<file path="src/rtl/jsu_pkg.sv">
// Shared types, status codes and the UTF-8 encoder for the JSON string unescaper.
`timescale 1ns / 1ps
`default_nettype none
package jsu_pkg;

	localparam logic [1:0] ST_DATA  = 2'd0;
	localparam logic [1:0] ST_DONE  = 2'd1;
	localparam logic [1:0] ST_ERROR = 2'd2;
	localparam logic [1:0] TERM_NONE = 2'd0;

	localparam logic [5:0]  SURR_HIGH_TAG = 6'b110110;
	localparam logic [5:0]  SURR_LOW_TAG  = 6'b110111;
	localparam logic [20:0] SUPP_BASE     = 21'h10000;
	localparam logic [20:0] LIM_ONE       = 21'h80;
	localparam logic [20:0] LIM_TWO       = 21'h800;
	localparam logic [20:0] LIM_THREE     = 21'h10000;

	typedef struct packed {
		logic [3:0][7:0] data;
		logic [2:0]      nb;
		logic [1:0]      term;
	} jsu_rec_t;

	function automatic jsu_rec_t utf8_encode(input logic [20:0] cp);
		jsu_rec_t r;
		r = '0;
		if (cp < LIM_ONE) begin
			r.data[0] = cp[7:0];
			r.nb = 3'd1;
		end else if (cp < LIM_TWO) begin
			r.data[0] = {3'b110, cp[10:6]};
			r.data[1] = {2'b10, cp[5:0]};
			r.nb = 3'd2;
		end else if (cp < LIM_THREE) begin
			r.data[0] = {4'b1110, cp[15:12]};
			r.data[1] = {2'b10, cp[11:6]};
			r.data[2] = {2'b10, cp[5:0]};
			r.nb = 3'd3;
		end else begin
			r.data[0] = {5'b11110, cp[20:18]};
			r.data[1] = {2'b10, cp[17:12]};
			r.data[2] = {2'b10, cp[11:6]};
			r.data[3] = {2'b10, cp[5:0]};
			r.nb = 3'd4;
		end
		return r;
	endfunction

endpackage
`default_nettype wire

</file>
<file path="src/rtl/jsu_front.sv">
// Front end: per-byte escape parser that turns each input byte into at most one result record.
`timescale 1ns / 1ps
`default_nettype none
module jsu_front (
	input  wire logic             clk,
	input  wire logic             arst_n,
	input  wire logic             in_valid,
	output logic                  in_ready,
	input  wire logic [7:0]       in_byte,
	input  wire logic             in_eob,
	input  wire logic             full,
	output logic                  push,
	output jsu_pkg::jsu_rec_t     rec
);
	import jsu_pkg::*;

	localparam logic [2:0] PH_IDLE    = 3'd0;
	localparam logic [2:0] PH_BODY    = 3'd1;
	localparam logic [2:0] PH_ESC     = 3'd2;
	localparam logic [2:0] PH_HEX1    = 3'd3;
	localparam logic [2:0] PH_PAIR_BS = 3'd4;
	localparam logic [2:0] PH_PAIR_U  = 3'd5;
	localparam logic [2:0] PH_HEX2    = 3'd6;
	localparam logic [2:0] PH_DISCARD = 3'd7;

	localparam logic [7:0] CH_QUOTE = 8'h22;
	localparam logic [7:0] CH_BSL   = 8'h5C;
	localparam logic [7:0] CH_SLASH = 8'h2F;
	localparam logic [7:0] CH_U     = 8'h75;
	localparam logic [7:0] CH_SPACE = 8'h20;

	logic [2:0]  phase_q, phase_n;
	logic [15:0] first_q, first_n;
	logic [15:0] second_q, second_n;
	logic [1:0]  cnt_q, cnt_n;
	logic        hex_ok;
	logic [3:0]  hex_val;
	logic        accept;
	jsu_rec_t    r;

	assign in_ready = !full;
	assign accept = in_valid && in_ready;

	always_comb begin
		hex_ok = 1'b1;
		hex_val = 4'd0;
		if (in_byte >= 8'h30 && in_byte <= 8'h39) hex_val = in_byte[3:0];
		else if ((in_byte >= 8'h61 && in_byte <= 8'h66) || (in_byte >= 8'h41 && in_byte <= 8'h46))
			hex_val = 4'(in_byte[2:0] + 3'd1) + 4'd8;
		else hex_ok = 1'b0;
	end

	always_comb begin
		phase_n = phase_q;
		first_n = first_q;
		second_n = second_q;
		cnt_n = cnt_q;
		r = '0;
		unique case (phase_q)
			PH_BODY: begin
				if (in_byte == CH_QUOTE) r.term = ST_DONE;
				else if (in_byte == CH_BSL) phase_n = PH_ESC;
				else if (in_byte < CH_SPACE) r.term = ST_ERROR;
				else begin
					r.data[0] = in_byte;
					r.nb = 3'd1;
				end
			end
			PH_ESC: begin
				phase_n = PH_BODY;
				r.nb = 3'd1;
				case (in_byte)
					CH_QUOTE, CH_BSL, CH_SLASH: r.data[0] = in_byte;
					8'h62: r.data[0] = 8'h08;
					8'h66: r.data[0] = 8'h0C;
					8'h6E: r.data[0] = 8'h0A;
					8'h72: r.data[0] = 8'h0D;
					8'h74: r.data[0] = 8'h09;
					CH_U: begin
						r.nb = 3'd0;
						phase_n = PH_HEX1;
						first_n = '0;
						cnt_n = '0;
					end
					default: begin
						r.nb = 3'd0;
						r.term = ST_ERROR;
					end
				endcase
			end
			PH_HEX1: begin
				if (!hex_ok) r.term = ST_ERROR;
				else begin
					first_n = {first_q[11:0], hex_val};
					cnt_n = cnt_q + 2'd1;
					if (cnt_q == 2'd3) begin
						if (first_n[15:10] == SURR_HIGH_TAG) phase_n = PH_PAIR_BS;
						else if (first_n[15:10] == SURR_LOW_TAG) r.term = ST_ERROR;
						else begin
							r = utf8_encode({5'd0, first_n});
							phase_n = PH_BODY;
						end
					end
				end
			end
			PH_PAIR_BS: begin
				if (in_byte == CH_BSL) phase_n = PH_PAIR_U;
				else r.term = ST_ERROR;
			end
			PH_PAIR_U: begin
				if (in_byte == CH_U) begin
					phase_n = PH_HEX2;
					second_n = '0;
					cnt_n = '0;
				end else r.term = ST_ERROR;
			end
			PH_HEX2: begin
				if (!hex_ok) r.term = ST_ERROR;
				else begin
					second_n = {second_q[11:0], hex_val};
					cnt_n = cnt_q + 2'd1;
					if (cnt_q == 2'd3) begin
						if (second_n[15:10] == SURR_LOW_TAG) begin
							r = utf8_encode(SUPP_BASE + {1'b0, first_q[9:0], second_n[9:0]});
							phase_n = PH_BODY;
						end else r.term = ST_ERROR;
					end
				end
			end
			PH_DISCARD: begin
			end
			default: begin
				if (in_byte == CH_QUOTE) phase_n = PH_BODY;
				else r.term = ST_ERROR;
			end
		endcase

		if (r.term == TERM_NONE && in_eob && phase_q != PH_DISCARD) r.term = ST_ERROR;
		if (r.term == ST_ERROR) r.nb = 3'd0;
		if (r.term != TERM_NONE || in_eob) begin
			phase_n = (r.term == ST_ERROR && !in_eob) ? PH_DISCARD : PH_IDLE;
			first_n = '0;
			second_n = '0;
			cnt_n = '0;
		end
	end

	assign rec = r;
	assign push = accept && (r.nb != 3'd0 || r.term != TERM_NONE);

	always_ff @(posedge clk or negedge arst_n) begin
		if (!arst_n) begin
			phase_q <= PH_IDLE;
			first_q <= '0;
			second_q <= '0;
			cnt_q <= '0;
		end else if (accept) begin
			phase_q <= phase_n;
			first_q <= first_n;
			second_q <= second_n;
			cnt_q <= cnt_n;
		end
	end

endmodule
`default_nettype wire

</file>
<file path="src/rtl/jsu_fifo.sv">
// Short record queue between the parser front end and the output back end.
`timescale 1ns / 1ps
`default_nettype none
module jsu_fifo #(
	parameter int DEPTH = 4
) (
	input  wire logic              clk,
	input  wire logic              arst_n,
	input  wire logic              push,
	input  wire jsu_pkg::jsu_rec_t wr_rec,
	output logic                   full,
	input  wire logic              pop,
	output logic                   not_empty,
	output jsu_pkg::jsu_rec_t      rd_rec
);
	import jsu_pkg::*;

	localparam int AW = (DEPTH > 1) ? $clog2(DEPTH) : 1;
	localparam int CW = $clog2(DEPTH + 1);

	jsu_rec_t      mem_q [DEPTH];
	logic [AW-1:0] wr_ptr_q, rd_ptr_q;
	logic [CW-1:0] cnt_q;
	logic          do_push, do_pop;

	assign full = (cnt_q == CW'(DEPTH));
	assign not_empty = (cnt_q != '0);
	assign rd_rec = mem_q[rd_ptr_q];
	assign do_push = push && !full;
	assign do_pop = pop && not_empty;

	always_ff @(posedge clk) begin
		if (do_push) mem_q[wr_ptr_q] <= wr_rec;
	end

	always_ff @(posedge clk or negedge arst_n) begin
		if (!arst_n) begin
			wr_ptr_q <= '0;
			rd_ptr_q <= '0;
			cnt_q <= '0;
		end else begin
			if (do_push) wr_ptr_q <= (wr_ptr_q == AW'(DEPTH - 1)) ? '0 : wr_ptr_q + 1'b1;
			if (do_pop) rd_ptr_q <= (rd_ptr_q == AW'(DEPTH - 1)) ? '0 : rd_ptr_q + 1'b1;
			if (do_push && !do_pop) cnt_q <= cnt_q + 1'b1;
			else if (do_pop && !do_push) cnt_q <= cnt_q - 1'b1;
		end
	end

endmodule
`default_nettype wire

</file>
<file path="src/rtl/jsu_back.sv">
// Back end: holds one record and emits its data bytes and terminal status one transfer at a time.
`timescale 1ns / 1ps
`default_nettype none
module jsu_back (
	input  wire logic              clk,
	input  wire logic              arst_n,
	input  wire logic              head_valid,
	input  wire jsu_pkg::jsu_rec_t head_rec,
	output logic                   pop,
	output logic                   m_tvalid,
	input  wire logic              m_tready,
	output logic [7:0]             m_tdata,
	output logic [1:0]             m_tuser,
	output logic                   m_tlast
);
	import jsu_pkg::*;

	jsu_rec_t   cur_q;
	logic       cur_v_q;
	logic [2:0] idx_q;
	logic       is_data;
	logic [7:0] byte_out;
	logic [1:0] status;
	logic       fin;
	logic       load;

	assign is_data = idx_q < cur_q.nb;
	assign byte_out = is_data ? cur_q.data[idx_q[1:0]] : 8'd0;
	assign status = is_data ? ST_DATA : cur_q.term;
	assign fin = (cur_q.term == TERM_NONE) ? (idx_q + 3'd1 == cur_q.nb) : !is_data;

	assign m_tvalid = cur_v_q;
	assign m_tdata = byte_out;
	assign m_tuser = status;
	assign m_tlast = fin;

	assign load = !cur_v_q || (m_tready && fin);
	assign pop = load && head_valid;

	always_ff @(posedge clk) begin
		if (pop) cur_q <= head_rec;
	end

	always_ff @(posedge clk or negedge arst_n) begin
		if (!arst_n) begin
			cur_v_q <= 1'b0;
			idx_q <= '0;
		end else if (load) begin
			cur_v_q <= head_valid;
			idx_q <= '0;
		end else if (m_tready) begin
			idx_q <= idx_q + 3'd1;
		end
	end

endmodule
`default_nettype wire

</file>
<file path="src/rtl/json_string_unescape_utf8.sv">
// Top level of the JSON string unescaper with UTF-8 output.
// Takes one raw byte of a quoted JSON string per transfer and returns the decoded bytes,
// then a done or error result. Input bytes are taken one per cycle; the parser turns each
// into at most one record of up to four UTF-8 bytes plus an optional status, queued in a
// four-entry queue. The output side sends one result per cycle while m_tready is high;
// sustained input rate is one byte per cycle while the bytes average one result or fewer,
// and otherwise it is set by the output, one result per cycle. Input is stalled only when
// the queue is full. A result passes through the queue and the back end's record register.
`timescale 1ns / 1ps
`default_nettype none
module json_string_unescape_utf8 #(
	parameter int QUEUE_DEPTH = 4
) (
	input  wire logic        clk,
	input  wire logic        arst_n,
	input  wire logic        s_tvalid,
	output logic             s_tready,
	input  wire logic [7:0]  s_tdata,   // [7:0] in_byte
	input  wire logic        s_tlast,   // end_of_buffer
	output logic             m_tvalid,
	input  wire logic        m_tready,
	output logic [7:0]       m_tdata,   // [7:0] out_byte
	output logic [1:0]       m_tuser,   // [1:0] status
	output logic             m_tlast    // last
);
	import jsu_pkg::*;

	logic     push, full, pop, head_valid;
	jsu_rec_t wr_rec, head_rec;

	jsu_front u_front (
		.clk      (clk),
		.arst_n   (arst_n),
		.in_valid (s_tvalid),
		.in_ready (s_tready),
		.in_byte  (s_tdata),
		.in_eob   (s_tlast),
		.full     (full),
		.push     (push),
		.rec      (wr_rec)
	);

	jsu_fifo #(
		.DEPTH (QUEUE_DEPTH)
	) u_fifo (
		.clk       (clk),
		.arst_n    (arst_n),
		.push      (push),
		.wr_rec    (wr_rec),
		.full      (full),
		.pop       (pop),
		.not_empty (head_valid),
		.rd_rec    (head_rec)
	);

	jsu_back u_back (
		.clk        (clk),
		.arst_n     (arst_n),
		.head_valid (head_valid),
		.head_rec   (head_rec),
		.pop        (pop),
		.m_tvalid   (m_tvalid),
		.m_tready   (m_tready),
		.m_tdata    (m_tdata),
		.m_tuser    (m_tuser),
		.m_tlast    (m_tlast)
	);

`ifndef SYNTHESIS
	a_term_is_last: assert property (@(posedge clk) disable iff (!arst_n)
		m_tvalid && m_tuser != ST_DATA |-> m_tlast)
		else $error("status result not marked last");
	a_term_zero_byte: assert property (@(posedge clk) disable iff (!arst_n)
		m_tvalid && m_tuser != ST_DATA |-> m_tdata == 8'd0)
		else $error("status result carries nonzero byte");
	a_status_legal: assert property (@(posedge clk) disable iff (!arst_n)
		m_tvalid |-> m_tuser <= ST_ERROR)
		else $error("illegal status");
`endif

endmodule
`default_nettype wire

</file>
<file path="config.mk">
export PLATFORM = sky130hd
export DESIGN_NAME = json_string_unescape_utf8
export DESIGN_NICKNAME = d
export VERILOG_FILES = /design/src/rtl/jsu_pkg.sv /design/src/rtl/jsu_front.sv /design/src/rtl/jsu_fifo.sv /design/src/rtl/jsu_back.sv /design/src/rtl/json_string_unescape_utf8.sv
export SDC_FILE = /design/constraint.sdc
export NUM_CORES = 1
export LEC_CHECK = 0
export BUFFER_PORTS_ARGS = -buffer_cell sky130_fd_sc_hd__buf_2
export CAP_MARGIN = 20
export CELL_PAD_IN_SITES_DETAIL_PLACEMENT = 0
export CELL_PAD_IN_SITES_GLOBAL_PLACEMENT = 1
export CORE_AREA = 4 4 199 143
export DETAILED_ROUTE_END_ITERATION = 7
export DIE_AREA = 0 0 203 147
export GPL_ROUTABILITY_DRIVEN = 0
export GPL_TIMING_DRIVEN = 0
export PLACE_DENSITY = 0.69
export SKIP_CTS_REPAIR_TIMING = 1
export SLEW_MARGIN = 5
export SYNTH_ARGS = -nofsm -noshare
export SYNTH_HDL_FRONTEND = slang
export SYNTH_HIERARCHICAL = 1
export SYNTH_SLANG_ARGS = --single-unit
</file>
<file path="constraint.sdc">
create_clock -name clk -period 5.2 [get_ports clk]
set_clock_uncertainty 0.1 [all_clocks]
set_input_delay 0.52 -clock clk [delete_from_list [all_inputs] [get_ports clk]]
set_output_delay 0.52 -clock clk [all_outputs]
set_load 0.1 [all_outputs]
</file>
==> impl_metrics.env <==
export IMPL_synth_top_family_by_area="compound AO/OA/AOI/OAI gates"
export IMPL_yosysWarnings=6
export IMPL_yosys_area_top_type="edfxtp_1"
export IMPL_crit_arrival_ns=5.18
export IMPL_initial_core_util_pct=39.67
export IMPL_cts_htree_levels=1
export IMPL_antenna_found_initial=0
export IMPL_placed_area_um2=11220
export IMPL_insertion_delay_ns=0.50
export IMPL_powerDensity_nw_per_um2=576.8
export IMPL_p_leak_uw=0.004238
export IMPL_hp_class="input port to flip-flop"
export IMPL_portBuffers=24
export IMPL_synth_edf_count=185
export IMPL_grt_overflow=0
export IMPL_core_area_um2=26460
export IMPL_die_w_um=203
export IMPL_synth_avg_cell_area_um2=14.83
export IMPL_regArea_um2=6556
export IMPL_slew_headroom_pct=36.07
export IMPL_cap_violations=0
export IMPL_post_route_period_util_pct=93.46
export IMPL_ys_types=83
export IMPL_cts_buffers=21
export IMPL_yosys_top_cells_area="edfxtp_1, mux4_2, dfrtp_1, ha_1, nor2_1"
export IMPL_cp_required_ns=5.52
export IMPL_die_area_um2=29840
export IMPL_synthSimpleGateAreaFrac_pct=9.784
export IMPL_setup_viol=0
export IMPL_p_total_uw=6898
export IMPL_timing_final_crit_period_ns=4.860
export IMPL_grt_max_degree=41
export IMPL_synthAdderAreaFrac_pct=2.431
export IMPL_yosysSeqAreaShare_pct=62.45
export IMPL_syn2layout_area_growth_pct=13.91
export IMPL_crit_fanout=10
export IMPL_fin_setup_tns_ns=0
export IMPL_dr_pass1_iters=5
export IMPL_postRouteAntennaNets=0
export IMPL_grtUsageTotal_pct=16.75
export IMPL_cts_tree="yes"
export IMPL_crit_type="flip-flop to flip-flop"
export IMPL_yosysTopAreaCellShare_pct=52.91
export IMPL_endpoint_kind="flip-flop"
export IMPL_stdcell_area_um2=11960
export IMPL_post_synth_top_count_cell="edfxtp_1"
export IMPL_cts_sinks=225
export IMPL_setup_worst_path_start_class="flip-flop"
export IMPL_rsz0062_at_grt="no"
export IMPL_grt_pass1_vias=6370
export IMPL_synthMuxAreaShare_pct=10.52
export IMPL_multiInputGateArea_um2=3691
export IMPL_clock_root_buffer="clkbuf_16"
export IMPL_drt_iter0_markers=585
export IMPL_num_vias=6551
export IMPL_drc=0
export IMPL_fin_nets=797
export IMPL_hold_viol=0
export IMPL_synth_xor_area_share_pct=0.8700
export IMPL_peakVddDrop_uv=264.4
export IMPL_row_count=50
export IMPL_grt_pass1_wl_mm=39.05
export IMPL_run_status="complete, no violations"
export IMPL_ctsLongestPathBuffers=3
export IMPL_ys_top_cells_by_count="edfxtp_1, nor2_1, mux4_2, dfrtp_1, nand2_1"
export IMPL_dieHeight_um=147
export IMPL_ys_seq_elements=225
export IMPL_place_hpwl_mm=18.01
export IMPL_path_clk_slew_ns=0.06
export IMPL_tightest_slew_ns=0.9489
export IMPL_max_freq_mhz=205.8
export IMPL_drv_slew=0
export IMPL_finalWirelength_mm=25.01
export IMPL_via_per_inst=5.726
export IMPL_netlist_area_um2=10500
export IMPL_n_fill_cell=2348
export IMPL_io_pins=26
export IMPL_synthFlopType="edfxtp_1"
export IMPL_drive_gt1_share_pct=20.77
export IMPL_synth_compound_area_share_pct=11.19
export IMPL_wl_per_cell_um=21.87
export IMPL_antenna_cells=0
export IMPL_async_flop_share_pct=17.78
export IMPL_syn_inst=708
## metrics by stage
step | utilization (%) | instances | hold WS (ns) | setup WS, ns
after CTS | 45.08 | 1142 | 0.1317 | 0.5065
final | 45.19 | 1144 | 0.2265 | 0.3400
after global routing | 45.19 | 1144 | 0.2197 | 0.1030
after global placement | 41.88 | 1098 | 0.3653 | -1.355
after detailed placement | 42.40 | 1104 | 0.3765 | 0.3440
after floorplan | - | 710 | 0.1244 | 0.3104
## cells in the final DEF, fill, tap and decap left out, types with 13 or more instances in the layout
cell type	synthesis	routed
a32o_1	13	13
dfrtp_1	40	40
a22o_1	17	17
ha_1	18	18
o21ai_0	21	21
nand2_1	35	35
inv_1	19	19
mux4_2	45	45
nor2_1	52	51
clkbuf_16	0	21
a21oi_1	24	24
clkbuf_1	18	22
edfxtp_1	185	185
buf_2	9	33
nor2b_1	13	13
## critical path, cell delays in order, from the launching register on
cell and delay, ns:
dfrtp_1 0.40, clkbuf_1 0.24, nand2b_1 0.39, nor2_1 0.57, o2111a_1 0.51, nand2_1 0.32
inv_1 0.28, nor2_1 0.09, a41oi_1 0.34, nor2b_1 0.42, ha_1 0.26, inv_1 0.06
fa_1 0.38, xor2_1 0.15, nor2_1 0.11, xor2_1 0.15
## kinds of logic (layout without fill, tap and decap cells)
| logic type | after synthesis | in the layout |
|---|---|---|
| compound gates | 154 | 154 |
| xor+xnor | 8 | 8 |
| fa+ha+maj | 20 | 20 |
| buf+inv | 58 | 128 |
| flops | 225 | 225 |
| mux | 53 | 53 |
| other cells | 1 | 3 |
| simple gates | 189 | 189 |
## report_power, final
part / leakage, µW / switching (µW) / internal, µW
clock network: 0.000349 / 641 / 946
registers: 0.00229 / 144 / 2470
logic: 0.00160 / 1810 / 887
total: 0.00424 / 2590 / 4310
## flip-flops by register name (all words and copies together) (netlist names)
| signal | flops |
|---|---|
| u_back/m_tvalid | 1 |
| u_fifo/rd_ptr_q | 2 |
| u_front/first_q | 12 |
| u_front/phase_q | 3 |
| u_fifo/mem_q | 148 |
| u_fifo/wr_ptr_q | 2 |
| u_back/idx_q | 3 |
| u_fifo/cnt_q | 3 |
| u_front/second_q | 12 |
| u_front/cnt_q | 2 |
| u_back/cur_q | 37 |
## worst paths after layout
| path | start | to | slack [ns] | cells past startpoint |
|---|---|---|---|---|
| hold / removal | s_tlast | u_front/phase_q[1] | 0.23 | 2 |
| max in group asynchronous | arst_n | u_front/first_q[9] | 4.23 | 3 |
| min in group asynchronous | arst_n | u_front/second_q[9] | 0.31 | 2 |
| hold reg to reg | u_fifo/cnt_q[2] | u_fifo/cnt_q[2] | 0.38 | 1 |
| setup reg to reg | u_front/phase_q[0] | u_fifo/cnt_q[2] | 0.34 | 15 |
| setup / recovery | u_front/phase_q[0] | u_fifo/cnt_q[2] | 0.34 | 15 |
## layer usage
layer  vias to the layer above  share of wire [%]  global-route usage, %
met5                         -                  0                      0
met4                         0                1.6                  2.849
met3                        33                7.2                  4.281
met2                       242                 45                  25.49
met1                      3342                 46                  24.85
li1                       2934                  -                      -
## cell type report
type / instances / share of cell area [%]
repair buffers: 32 / 2.187
clock buffers: 25 / 4.520
clock inverters: 13 / 1.412
well taps: 364 / 3.808
plain buffers: 38 / 1.758
inverters: 20 / 0.6277
multi-input cells: 427 / 30.86
flip-flops and latches: 225 / 54.82
No activity file was read; power rests on OpenSTA's default activity.
